**src/rtl/core/frpr_pkg.sv**
```systemverilog
// shared types and constants of the four-register program runner
package frpr_pkg;

  // stream widths
  localparam int S_TDATA_W = 80;
  localparam int M_TDATA_W = 128;
  localparam int OPND_W = 32;
  localparam int JUMP_TARGET_W = 5;

  // instruction queue between front and back
  localparam int QUEUE_DEPTH = 2;
  localparam int QUEUE_AW = $clog2(QUEUE_DEPTH);

  // configuration register indexes
  localparam int CFG_INDEX_W = 3;
  localparam int CFG_DATA_W = 32;
  localparam logic [CFG_INDEX_W-1:0] CFG_START_A = 3'd0;
  localparam logic [CFG_INDEX_W-1:0] CFG_START_B = 3'd1;
  localparam logic [CFG_INDEX_W-1:0] CFG_START_C = 3'd2;
  localparam logic [CFG_INDEX_W-1:0] CFG_START_D = 3'd3;
  localparam logic [CFG_INDEX_W-1:0] CFG_STEP_LIMIT = 3'd4;
  localparam logic [CFG_DATA_W-1:0] STEP_LIMIT_RESET = 32'd1000000;

  typedef enum logic [1:0] {
    OP_MOV = 2'd0,
    OP_ADD = 2'd1,
    OP_SUB = 2'd2,
    OP_JNE = 2'd3
  } opcode_t;

  // control word of one program slot
  typedef struct packed {
    logic [JUMP_TARGET_W-1:0] jump_target;
    logic                     second_is_imm;
    logic                     first_is_imm;
    logic [1:0]               dest_reg;
    opcode_t                  opcode;
  } ctl_t;

  typedef struct packed {
    logic [OPND_W-1:0] second_value;
    logic [OPND_W-1:0] first_value;
    ctl_t              ctl;
  } instr_t;

  // queue entry: instruction plus what the front decided about it
  typedef struct packed {
    logic   last;
    logic   store;
    instr_t instr;
  } entry_t;

endpackage

```
**src/rtl/core/frpr_front.sv**
```systemverilog
// front end: accepts instruction requests, tracks load fill, tags for the back end
module frpr_front
  import frpr_pkg::*;
#(
  parameter int PROGRAM_DEPTH = 16
) (
  input  logic                 clk,
  input  logic                 rst,
  input  logic                 s_tvalid,
  output logic                 s_tready,
  // opcode[1:0] dest_reg[3:2] first_is_imm[4] first_value[36:5]
  // second_is_imm[37] second_value[69:38] jump_target[74:70], zero pad above
  input  logic [S_TDATA_W-1:0] s_tdata,
  input  logic                 s_tlast,
  input  logic                 q_full,
  output logic                 q_push,
  output entry_t               q_entry
);

  localparam int CW = ($clog2(PROGRAM_DEPTH + 1) > 1) ? $clog2(PROGRAM_DEPTH + 1) : 1;

  logic [CW-1:0] fill_count;
  logic          accept;

  assign s_tready = !q_full;
  assign accept   = s_tvalid && s_tready;
  assign q_push   = accept;

  // unpack the request and mark whether it fits in the program store
  always_comb begin
    q_entry.instr.ctl.opcode        = opcode_t'(s_tdata[1:0]);
    q_entry.instr.ctl.dest_reg      = s_tdata[3:2];
    q_entry.instr.ctl.first_is_imm  = s_tdata[4];
    q_entry.instr.first_value       = s_tdata[36:5];
    q_entry.instr.ctl.second_is_imm = s_tdata[37];
    q_entry.instr.second_value      = s_tdata[69:38];
    q_entry.instr.ctl.jump_target   = s_tdata[74:70];
    q_entry.store                   = (fill_count < CW'(PROGRAM_DEPTH));
    q_entry.last                    = s_tlast;
  end

  // count of slots used by the load in progress
  always_ff @(posedge clk) begin
    if (rst) begin
      fill_count <= '0;
    end else if (accept) begin
      if (s_tlast) begin
        fill_count <= '0;
      end else if (fill_count < CW'(PROGRAM_DEPTH)) begin
        fill_count <= fill_count + 1'b1;
      end
    end
  end

endmodule

```
**src/rtl/core/frpr_queue.sv**
```systemverilog
// two-entry instruction queue between front and back end
module frpr_queue
  import frpr_pkg::*;
(
  input  logic   clk,
  input  logic   rst,
  input  logic   push,
  input  entry_t entry_in,
  output logic   full,
  input  logic   pop,
  output logic   valid,
  output entry_t entry_out
);

  entry_t               slots [QUEUE_DEPTH];
  logic [QUEUE_AW-1:0]  wr_ptr;
  logic [QUEUE_AW-1:0]  rd_ptr;
  logic [QUEUE_AW:0]    count;

  assign full      = (count == (QUEUE_AW + 1)'(QUEUE_DEPTH));
  assign valid     = (count != '0);
  assign entry_out = slots[rd_ptr];

  // entry storage
  always_ff @(posedge clk) begin
    if (push) begin
      slots[wr_ptr] <= entry_in;
    end
  end

  // pointers and occupancy
  always_ff @(posedge clk) begin
    if (rst) begin
      wr_ptr <= '0;
      rd_ptr <= '0;
      count  <= '0;
    end else begin
      if (push) begin
        wr_ptr <= wr_ptr + 1'b1;
      end
      if (pop) begin
        rd_ptr <= rd_ptr + 1'b1;
      end
      priority if (push && !pop) begin
        count <= count + 1'b1;
      end else if (pop && !push) begin
        count <= count - 1'b1;
      end
    end
  end

  a_no_overfill: assert property (@(posedge clk) disable iff (rst)
    count <= (QUEUE_AW + 1)'(QUEUE_DEPTH))
    else $error("queue holds more entries than it has");

  a_push_has_room: assert property (@(posedge clk) disable iff (rst)
    push |-> !full)
    else $error("push into a full queue");

  a_pop_has_entry: assert property (@(posedge clk) disable iff (rst)
    pop |-> valid)
    else $error("pop from an empty queue");

endmodule

```
**src/rtl/core/frpr_back.sv**
```systemverilog
// back end: program store, register file, execution sequencer and result register
module frpr_back
  import frpr_pkg::*;
#(
  parameter int PROGRAM_DEPTH = 16,
  parameter int WORD_WIDTH    = 32
) (
  input  logic                   clk,
  input  logic                   rst,
  input  logic                   cfg_we,
  input  logic [CFG_INDEX_W-1:0] cfg_index,
  input  logic [CFG_DATA_W-1:0]  cfg_data,
  input  logic                   q_valid,
  input  entry_t                 q_entry,
  output logic                   q_pop,
  output logic                   m_tvalid,
  input  logic                   m_tready,
  output logic [M_TDATA_W-1:0]   m_tdata,
  output logic                   m_tuser
);

  localparam int AW = ($clog2(PROGRAM_DEPTH) > 0) ? $clog2(PROGRAM_DEPTH) : 1;
  localparam int PW = ($clog2(PROGRAM_DEPTH + 1) > JUMP_TARGET_W) ?
                      $clog2(PROGRAM_DEPTH + 1) : JUMP_TARGET_W;

  typedef enum logic [3:0] {
    S_LOAD  = 4'b0001,
    S_START = 4'b0010,
    S_RUN   = 4'b0100,
    S_DONE  = 4'b1000
  } state_t;

  state_t                state;
  ctl_t                  ctl_mem  [PROGRAM_DEPTH];
  logic [OPND_W-1:0]     opnd1_mem [PROGRAM_DEPTH];
  logic [OPND_W-1:0]     opnd2_mem [PROGRAM_DEPTH];
  ctl_t                  rd_ctl;
  logic [OPND_W-1:0]     rd_opnd1;
  logic [OPND_W-1:0]     rd_opnd2;
  logic [AW-1:0]         rd_addr;
  logic [WORD_WIDTH-1:0] regs [4];
  logic [WORD_WIDTH-1:0] start_regs [4];
  logic [CFG_DATA_W-1:0] step_limit;
  logic [CFG_DATA_W-1:0] steps;
  logic [PW-1:0]         wr_ptr;
  logic [PW-1:0]         prog_len;
  logic [PW-1:0]         pc;
  logic [PW-1:0]         pc_next;
  logic                  timed_out;
  logic                  mem_we;
  logic                  run_end;
  logic                  run_timeout;
  logic                  exec;
  logic                  jne_taken;
  logic [WORD_WIDTH-1:0] src_x;
  logic [WORD_WIDTH-1:0] src_y;
  logic [WORD_WIDTH-1:0] alu_out;

  // configuration registers
  always_ff @(posedge clk) begin
    if (rst) begin
      for (int i = 0; i < 4; i++) begin
        start_regs[i] <= '0;
      end
      step_limit <= STEP_LIMIT_RESET;
    end else if (cfg_we) begin
      unique case (cfg_index)
        CFG_START_A:    start_regs[0] <= WORD_WIDTH'(signed'(cfg_data));
        CFG_START_B:    start_regs[1] <= WORD_WIDTH'(signed'(cfg_data));
        CFG_START_C:    start_regs[2] <= WORD_WIDTH'(signed'(cfg_data));
        CFG_START_D:    start_regs[3] <= WORD_WIDTH'(signed'(cfg_data));
        CFG_STEP_LIMIT: step_limit    <= cfg_data;
        default: ;
      endcase
    end
  end

  // queue drain while loading
  assign q_pop  = (state == S_LOAD) && q_valid;
  assign mem_we = q_pop && q_entry.store;

  // operand fetch, each immediate on its own
  assign src_x = rd_ctl.first_is_imm ? WORD_WIDTH'(signed'(rd_opnd1)) : regs[rd_opnd1[1:0]];
  assign src_y = rd_ctl.second_is_imm ? WORD_WIDTH'(signed'(rd_opnd2)) : regs[rd_opnd2[1:0]];

  // end-of-run checks, program end before step limit
  assign run_end     = (pc >= prog_len);
  assign run_timeout = (steps >= step_limit);
  assign exec        = (state == S_RUN) && !run_end && !run_timeout;

  // alu
  always_comb begin
    unique case (rd_ctl.opcode)
      OP_MOV:  alu_out = src_x;
      OP_ADD:  alu_out = src_x + src_y;
      OP_SUB:  alu_out = src_x - src_y;
      OP_JNE:  alu_out = src_x;
      default: alu_out = src_x;
    endcase
  end

  // next program counter and fetch address for the following cycle
  assign jne_taken = (rd_ctl.opcode == OP_JNE) && (src_x != src_y);
  assign pc_next   = jne_taken ? PW'(rd_ctl.jump_target) : pc + 1'b1;

  always_comb begin
    rd_addr = '0;
    if (state == S_RUN && pc_next < PW'(PROGRAM_DEPTH)) begin
      rd_addr = pc_next[AW-1:0];
    end
  end

  // program store, registered read
  always_ff @(posedge clk) begin
    if (mem_we) begin
      ctl_mem[wr_ptr[AW-1:0]]   <= q_entry.instr.ctl;
      opnd1_mem[wr_ptr[AW-1:0]] <= q_entry.instr.first_value;
      opnd2_mem[wr_ptr[AW-1:0]] <= q_entry.instr.second_value;
    end
    rd_ctl   <= ctl_mem[rd_addr];
    rd_opnd1 <= opnd1_mem[rd_addr];
    rd_opnd2 <= opnd2_mem[rd_addr];
  end

  // register file
  always_ff @(posedge clk) begin
    if (q_pop && q_entry.last) begin
      for (int i = 0; i < 4; i++) begin
        regs[i] <= start_regs[i];
      end
    end else if (exec && rd_ctl.opcode != OP_JNE) begin
      regs[rd_ctl.dest_reg] <= alu_out;
    end
  end

  // sequencer
  always_ff @(posedge clk) begin
    if (rst) begin
      state     <= S_LOAD;
      wr_ptr    <= '0;
      prog_len  <= '0;
      pc        <= '0;
      steps     <= '0;
      timed_out <= 1'b0;
    end else begin
      unique case (state)
        S_LOAD: begin
          if (q_valid) begin
            if (q_entry.last) begin
              prog_len <= wr_ptr + PW'(q_entry.store);
              wr_ptr   <= '0;
              pc       <= '0;
              steps    <= '0;
              state    <= S_START;
            end else if (q_entry.store) begin
              wr_ptr <= wr_ptr + 1'b1;
            end
          end
        end
        S_START: begin
          state <= S_RUN;
        end
        S_RUN: begin
          priority if (run_end) begin
            timed_out <= 1'b0;
            state     <= S_DONE;
          end else if (run_timeout) begin
            timed_out <= 1'b1;
            state     <= S_DONE;
          end else begin
            pc    <= pc_next;
            steps <= steps + 1'b1;
          end
        end
        S_DONE: begin
          if (!m_tvalid || m_tready) begin
            state <= S_LOAD;
          end
        end
        default: state <= S_LOAD;
      endcase
    end
  end

  // result valid: raised when a finished run is posted, dropped once taken
  always_ff @(posedge clk) begin
    if (rst) begin
      m_tvalid <= 1'b0;
    end else if (state == S_DONE && (!m_tvalid || m_tready)) begin
      m_tvalid <= 1'b1;
    end else if (m_tready) begin
      m_tvalid <= 1'b0;
    end
  end

  // result register
  always_ff @(posedge clk) begin
    if (state == S_DONE && (!m_tvalid || m_tready)) begin
      m_tdata <= {32'(regs[3]), 32'(regs[2]), 32'(regs[1]), 32'(regs[0])};
      m_tuser <= timed_out;
    end
  end

  a_fill_in_range: assert property (@(posedge clk) disable iff (rst)
    wr_ptr <= PW'(PROGRAM_DEPTH))
    else $error("program store write pointer past depth");

  a_start_after_load: assert property (@(posedge clk) disable iff (rst)
    state == S_START |-> $past(state) == S_LOAD)
    else $error("run started without a load");

  a_result_from_done: assert property (@(posedge clk) disable iff (rst)
    $rose(m_tvalid) |-> $past(state) == S_DONE)
    else $error("result shown without a finished run");

endmodule

```
**src/rtl/core/four_register_program_runner.sv**
```systemverilog
// top level of the four-register program runner
// Loads a program of up to PROGRAM_DEPTH instructions, one request per cycle,
// the request with tlast ending the load; then runs it from slot 0 on four
// WORD_WIDTH-bit registers preset by configuration and returns the four final
// values (low 32 bits each) with a timeout flag in tuser. Requests pass
// through a two-entry queue into the program store. A run passes through
// a start state, then executes with the program store read at the next
// program counter, stops at the program end or the step limit and posts
// the result once the previous one is taken. While a run is busy the queue
// fills and s_tready drops. Configuration is taken on any cycle with cfg_we.
module four_register_program_runner
  import frpr_pkg::*;
#(
  parameter int PROGRAM_DEPTH = 16,
  parameter int WORD_WIDTH    = 32
) (
  input  logic                   clk,
  input  logic                   rst,
  input  logic                   cfg_we,
  input  logic [CFG_INDEX_W-1:0] cfg_index,
  input  logic [CFG_DATA_W-1:0]  cfg_data,
  input  logic                   s_tvalid,
  output logic                   s_tready,
  // opcode[1:0] dest_reg[3:2] first_is_imm[4] first_value[36:5]
  // second_is_imm[37] second_value[69:38] jump_target[74:70], zero pad above
  input  logic [S_TDATA_W-1:0]   s_tdata,
  // last_instruction
  input  logic                   s_tlast,
  output logic                   m_tvalid,
  input  logic                   m_tready,
  // final_a[31:0] final_b[63:32] final_c[95:64] final_d[127:96]
  output logic [M_TDATA_W-1:0]   m_tdata,
  // timed_out
  output logic                   m_tuser
);

  logic   push;
  logic   full;
  logic   pop;
  logic   q_valid;
  entry_t entry_in;
  entry_t entry_out;

  // request intake
  frpr_front #(
    .PROGRAM_DEPTH(PROGRAM_DEPTH)
  ) u_front (
    .clk     (clk),
    .rst     (rst),
    .s_tvalid(s_tvalid),
    .s_tready(s_tready),
    .s_tdata (s_tdata),
    .s_tlast (s_tlast),
    .q_full  (full),
    .q_push  (push),
    .q_entry (entry_in)
  );

  // decoupling queue
  frpr_queue u_queue (
    .clk      (clk),
    .rst      (rst),
    .push     (push),
    .entry_in (entry_in),
    .full     (full),
    .pop      (pop),
    .valid    (q_valid),
    .entry_out(entry_out)
  );

  // program store and execution
  frpr_back #(
    .PROGRAM_DEPTH(PROGRAM_DEPTH),
    .WORD_WIDTH   (WORD_WIDTH)
  ) u_back (
    .clk      (clk),
    .rst      (rst),
    .cfg_we   (cfg_we),
    .cfg_index(cfg_index),
    .cfg_data (cfg_data),
    .q_valid  (q_valid),
    .q_entry  (entry_out),
    .q_pop    (pop),
    .m_tvalid (m_tvalid),
    .m_tready (m_tready),
    .m_tdata  (m_tdata),
    .m_tuser  (m_tuser)
  );

endmodule
```
**config.mk**
```make
export PLATFORM = sky130hd
export DESIGN_NAME = four_register_program_runner
export DESIGN_NICKNAME = d
export VERILOG_FILES = /design/src/rtl/core/frpr_pkg.sv /design/src/rtl/core/frpr_front.sv /design/src/rtl/core/frpr_queue.sv /design/src/rtl/core/frpr_back.sv /design/src/rtl/core/four_register_program_runner.sv
export SDC_FILE = /design/constraint.sdc
export NUM_CORES = 2
export LEC_CHECK = 0
export ABC_AREA = 1
export BUFFER_PORTS_ARGS = -buffer_cell sky130_fd_sc_hd__buf_4
export CORE_ASPECT_RATIO = 1.25
export CORE_MARGIN = 2
export CORE_UTILIZATION = 55
export CTS_CLUSTER_DIAMETER = 150
export DETAILED_ROUTE_END_ITERATION = 10
export HOLD_SLACK_MARGIN = 0.12
export PLACE_DENSITY = 0.75
export SLEW_MARGIN = 20
export SYNTH_ARGS = -nofsm -noshare
export SYNTH_HDL_FRONTEND = slang
export SYNTH_SLANG_ARGS = --single-unit
export TNS_END_PERCENT = 50
```
**constraint.sdc**
```tcl
create_clock -name clk -period 21.4 [get_ports clk]
set_clock_uncertainty 0.05 [all_clocks]
set_input_delay 6.42 -clock clk [delete_from_list [all_inputs] [get_ports clk]]
set_output_delay 6.42 -clock clk [all_outputs]
set_load 0.03 [all_outputs]
```
Yosys cells after proc, flatten, opt, wreduce, memory -nomap -nowiden
Memories as Yosys holds them, arrays and structs flattened. A register that Yosys moved wholly into a read port is not among the register bits.
Index checks and enable logic that the tools add are counted.
Widths: inputs -> output; s select.
{ "totals": {"inputBits": 121, "mem_bits_rw": 1610, "output_inout_bits": 131, "reg_bits": 95, "n_memories": 6, "wordCells": 162} }
{ "mem_list": {"columns": ["memory", "depth", "word_bits", "rd", "rd_clocked_by_memory_dff", "write_ports", "line_no", "text"], "rows": [
  ["u_back.opnd1_mem", 16, 32, 1, 1, 1, "frpr_back.sv:35", "logic [OPND_W-1:0] opnd1_mem [PROGRAM_DEPTH];"],
  ["u_back.opnd2_mem", 16, 32, 1, 1, 1, "frpr_back.sv:36", "logic [OPND_W-1:0] opnd2_mem [PROGRAM_DEPTH];"],
  ["u_back.ctl_mem", 16, 11, 1, 1, 1, "frpr_back.sv:34", "ctl_t ctl_mem [PROGRAM_DEPTH];"],
  ["u_queue.slots", 2, 77, 1, 1, 1, "frpr_queue.sv:15", "entry_t slots [QUEUE_DEPTH];"],
  ["u_back.regs", 4, 32, 6, 4, 4, "frpr_back.sv:41", "logic [WORD_WIDTH-1:0] regs [4];"],
  ["u_back.start_regs", 4, 32, 4, 0, 4, "frpr_back.sv:42", "logic [WORD_WIDTH-1:0] start_regs [4];"]
]} }
{ "classes": {"n_reduce_logical": 37, "n_mux": 67, "n_eq_ne": 20, "n_addsub": 11, "bitwise": 4, "n_lt_le_gt_ge": 4} }
{ "op_table": {"columns": ["operator", "count"], "rows": [
  ["$mux 32", 11],
  ["$pmux 32 s3", 1],
  ["$pmux 32 s2", 1],
  ["$mux 5", 9],
  ["$mux 1", 34],
  ["$add 32x1->32 const B", 1],
  ["$add 32x32->32", 1],
  ["$ge 32x32->1", 1],
  ["$ne 32x32->1", 1],
  ["$reduce_or 32->1", 1],
  ["$sub 32x32->32", 1],
  ["$mux 4", 6],
  ["$pmux 4 s4", 1],
  ["$add 5x1->5 const B", 3],
  ["$reduce_bool 2->1", 7],
  ["$logic_and 1x1->1", 12],
  ["$lt 5x5->1 const B", 2],
  ["$pmux 5 s2", 1],
  ["$eq 2x2->1 const B", 3],
  ["$eq 3x2->1 const B", 2],
  ["$logic_not 1->1", 6],
  ["$mux 2", 3],
  ["$ne 2x1->1 const B", 3],
  ["$ne 2x2->1 const B", 3],
  ["22 further kinds", 29]
]} }

Logic depth before layout (Yosys ltp)
{ "logic_depth": {"word_depth": 10, "depth_mapped": 29, "ltp_nobuf": 27} }

Hierarchy
From an unflattened synthesis, not the netlist that was laid out.
{ "unflattened": {"cells_unflattened": 8547, "hier_area_um2": 87192.4} }
{ "by_module_without_submodules": {"columns": ["module", "instances", "area_each_um2", "seq_area_each_um2", "cells_each"], "rows": [
  ["frpr_back", 1, 80413.4, 50798.7, 8154],
  ["frpr_queue", 1, 5918.2, 4724.5, 273],
  ["frpr_front", 1, 860.8, 100.1, 120]
]} }

Least setup slack after synthesis
No wires, ideal clock.
{ "synth_timing": {"path_kind": "in2reg", "from": "in m_tready", "to": "reg u_back.m_tdata[0], in the netlist m_tdata[0], read port of u_back.regs, enable pin", "n_path_buf": 0, "t_arrival_ns": 18.540, "stages": 2, "required_time_ns": 20.416, "slack_ns": 1.876, "setup_ns": 0.934, "path_cell_list": "nor2_1 -> nor4_1"} }
{ "synth_via": {"elab_chain_cells": 2} }
{ "synth_rtl": {"columns": ["element", "line_no", "text"], "rows": [
  ["start: declaration", "four_register_program_runner.sv:30", "input logic m_tready,"],
  ["$logic_or 1x1->1", "frpr_back.sv:198", "if (state == S_DONE && (!m_tvalid || m_tready)) begin"],
  ["$logic_and 1x1->1", "frpr_back.sv:198", null],
  ["end: declaration", "frpr_back.sv:18", "output logic [M_TDATA_W-1:0] m_tdata,"]
]} }
Every way passes these cells.
A chain may end at the register's enable or synchronous reset.

Final worst setup path
{ "layout_timing": {"from": "reg u_back.rd_opnd2[0], read port of u_back.opnd2_mem", "to": "reg u_back.rd_opnd1[16], read port of u_back.opnd1_mem"} }
{ "layout_via": {"elab_chain_cells": 8} }
{ "layout_rtl": {"columns": ["element", "line_no", "text"], "rows": [
  ["start: declaration", "frpr_back.sv:39", "logic [OPND_W-1:0] rd_opnd2;"],
  ["$mem_v2 4x32", null, null],
  ["$mux 32 (*)", "frpr_back.sv:84", "assign src_y = rd_ctl.second_is_imm ? WORD_WIDTH'(signed'(rd_opnd2)) : regs[rd_opnd2[1:0]];"],
  ["$ne 32x32->1 (*)", "frpr_back.sv:103", "assign jne_taken = (rd_ctl.opcode == OP_JNE) && (src_x != src_y);"],
  ["$logic_and 1x1->1 (*)", "frpr_back.sv:103", null],
  ["$mux 5 (*)", "frpr_back.sv:104", "assign pc_next = jne_taken ? PW'(rd_ctl.jump_target) : pc + 1'b1;"],
  ["$lt 5x5->1", "frpr_back.sv:108", "if (state == S_RUN && pc_next < PW'(PROGRAM_DEPTH)) begin"],
  ["$logic_and 1x1->1", "frpr_back.sv:108", null],
  ["$mux 4 (*)", "frpr_back.sv:108", null],
  ["end: declaration", "frpr_back.sv:38", "logic [OPND_W-1:0] rd_opnd1;"]
]} }
Mark *: on every way between the ends. The rest lies on a longest branch, timed or not.

==> results.json <==
{
  "fmax_ghz": 0.107,
  "period_minus_slack_ps": 9370,
  "powerDensity_nw_per_um2": 130,
  "synthFlopType": "edfxtp_1",
  "cp_common_cell": "nand2_1",
  "slew_viol_final": 0,
  "ys_seq_area_share_pct": 64.4,
  "endpoint": "u_back.rd_opnd1[16]$_DFF_P_",
  "max_stage_delay_ps": 960,
  "synth.net_count": 8661,
  "cts_resized": 0,
  "p_leak_uw": 0.0384,
  "cp.depth": 26,
  "grtUsageTotal_pct": 32.0,
  "tightestPinTransition_ps": 1250,
  "die_h_microns": 447,
  "cts_tree": "yes",
  "core_area_sq_um": 156000,
  "io_pins": 252,
  "clock_sinks": 1909,
  "fp-row-count": 162,
  "r2r-start": "u_back.rd_opnd2[0]$_DFF_P_",
  "cts_buffers": 178,
  "die_x_microns": 358,
  "worstSkewPairLatency_ps": 860,
  "drt_pass1_iterations": 7,
  "synth_most_common_cell": "edfxtp_1",
  "routed_wl_microns": 260000,
  "num_vias": 62900,
  "place_hpwl_microns": 159000,
  "io_buffers": 246,
  "ctsHtreeMaxLevel": 4,
  "rsz0062_at_grt": "no",
  "cts_max_path_buffers": 3,
  "nets": 8749,
  "slew_headroom_pct": 16.6,
  "via_per_inst": 5.87,
  "syn_inst": 8425,
  "path_delay_family": "buffers and inverters",
  "async_flop_share_pct": 0,
  "synth-xor-area-share_pct": 0.345,
  "setup_tns_ps": 0,
  "yosysTopAreaCellShare_pct": 60.5,
  "ir_drop_mv": 0.0947,
  "post_cts_buffers": 0,
  "clk_pin_slew_worst_paths_ps": 60,
  "yosys.area_share.adder_pct": 1.68,
  "final_util_pct": 61.5,
  "grt_pass1_wl_microns": 376000,
  "final.period_utilization_pct": 43.8,
  "startpoint": "u_back.rd_opnd2[0]$_DFF_P_",
  "final_hold_viol_count": 0,
  "yosysTopAreaCell": "edfxtp_1",
  "synth_compound_area_share_pct": 6.96,
  "synthMuxAreaShare_pct": 0.990,
  "ys_warn_count": 0,
  "drive_gt1_share_pct": 9.06,
  "yosys-top-cells-count": "edfxtp_1, nand2_1, inv_1",
  "drt_iter0_drc": 7780,
  "setup_viol": 0,
  "grt_pass1_vias": 59800,
  "synth-edff-count": 1739,
  "synth-simple-area-share_pct": 17.3,
  "cp-end-kind": "flop",
  "synth_top_family_by_area": "simple AND/OR/NAND/NOR gates",
  "r2r_end": "u_back.rd_opnd1[16]$_DFF_P_",
  "syn_avg_cell_area_sq_um": 10.3,
  "status": "complete, no violations",
  "avgRoutedWirePerCell_microns": 24.2,
  "synthTopCellsByArea": "edfxtp_1, nand2_1, nand3_1",
  "final_antenna_net_count": 0,
  "areaGrowthSynthToFinish_pct": 11.0,
  "cts_hold_buf": 0,
  "initial_core_util_pct": 55.4,
  "critPathLaunchType": "flop",
  "drv_cap": 0,
  "die_area_sq_um": 160000,
  "critPathKind": "flop to flop",
  "cts_root_buf": "clkbuf_16",
  "worstPathRequired_ps": 22040,
  "syn_area_sq_um": 86400,
  "rr_worst_depth": 26,
  "min-delay-path-class": "flop to flop",
  "gp_congestion": 1.01,
  "grt_remaining_overflow": 0,
  "synth-seq-cells": 1909,
  "r2r_slack_ps": 12030,
  "cp_max_fo": 84,
  "antenna_found_initial": 20,
  "synth_cell_types": 54,
  "slowest_stage": "o21ai_0",
  "grt_max_degree": 168,
  "critPathBufInv": 7,
  "drc": 0,
  "arrival_ps": 10010
}
==> kinds of logic (layout without fill, tap and decap cells) <==
group | after synthesis | in the layout
xor gates and xnor gates | 34 | 34
DFF | 1909 | 1909
muxes | 76 | 76
AOI/OAI and AO/OA | 1004 | 1004
buffers and inverters | 1826 | 2064
other | 0 | 6
and+or+nand+nor | 3461 | 3461
adders and majority gates | 115 | 115
==> through the flow <==
| step | hold slack [ps] | instances | area [sq um] | power [uW] | worst slack [ps] |
|---|---|---|---|---|---|
| 2_1_floorplan | 359 | 8425 | 86400 | 7380 | 1880 |
| 3_3_place_gp | 376 | 10400 | 89900 | 9080 | 12630 |
| 3_5_place_dp | 384 | 10400 | 89900 | 9130 | 12490 |
| 4_1_cts | 398 | 10700 | 95800 | 12300 | 12420 |
| 5_1_grt | 404 | 10700 | 95800 | 12900 | 11860 |
| 6_report | 398 | 10700 | 95900 | 12400 | 12030 |
==> layer usage <==
layer	up-vias	global-route usage, %	wire length, microns
li1	28300	-	-
met1	30000	40.0	92200
met2	3744	51.6	122000
met3	844	5.72	27200
met4	16	20.1	17800
met5	-	0	103
==> worst min path at each step <==
stage,startpoint,to,cells after the start
final,u_back.regs[1][9]$_DFFE_PP_,m_tdata[41]$_DFFE_PP_,0
after global routing,u_back.regs[1][9]$_DFFE_PP_,m_tdata[41]$_DFFE_PP_,0
after CTS,u_queue.rd_ptr$_SDFFE_PP0P_,flop,1
after detailed placement,u_back.regs[1][9]$_DFFE_PP_,m_tdata[41]$_DFFE_PP_,0
after global placement,u_queue.rd_ptr$_SDFFE_PP0P_,flop,1
after floorplan,u_back.timed_out$_SDFFE_PP0P_,u_back.m_tuser$_DFFE_PP_,0
==> cells in the final DEF (no fill, tap or decap), types with 18 or more instances in the layout <==
master	synthesis	final
a21oi_1	231	230
a31oi_1	31	31
buf_4	31	353
bufinv_16	0	19
clkbuf_1	222	38
clkbuf_16	0	179
clkinv_1	1	22
clkinv_2	0	33
dfxtp_1	170	166
edfxtp_1	1739	1739
ha_1	113	112
inv_1	1361	1359
mux2_2	75	75
nand2_1	1710	1708
nand3_1	1109	1107
nand4_1	107	107
nor2_1	425	405
nor2_4	0	21
nor3_1	45	45
o211ai_1	21	21
o21ai_0	364	363
o21bai_1	315	315
or2_2	18	18
xor2_1	24	24
==> registers in the layout, summed over array words and instances (netlist names), 2 cells and up, named ones only <==
signal	flops
u_back.ctl_mem	176
u_back.opnd1_mem	512
u_back.opnd2_mem	512
u_queue.count	2
u_back.rd_opnd2	32
u_back.step_limit	32
u_queue.slots	154
u_back.rd_opnd1	32
u_back.rd_ctl	11
u_back.pc	5
u_front.fill_count	5
u_back.steps	32
u_back.prog_len	5
u_back.regs	128
m_tdata	127
u_back.start_regs	128
u_back.wr_ptr	5
u_back.state	4
==> final cells by class <==
| class | instances | area [sq um] |
|---|---|---|
| Tap cell | 2050 | 2560 |
| Antenna cell | 6 | 15.0 |
| Sequential cell | 1909 | 55600 |
| Clock inverter | 97 | 1130 |
| Timing Repair Buffer | 356 | 2700 |
| Fill cell | 11900 | 60000 |
| Clock buffer | 233 | 4840 |
| Multi-Input combinational cell | 4690 | 23800 |
| Inverter | 1378 | 5190 |
==> power breakdown <==
part	switching (uW)	internal [uW]	leakage (uW)
clock network	1400	1840	0.00291
registers	260	4670	0.0172
logic	3240	1040	0.0183
(Power assumes the default switching activity.)
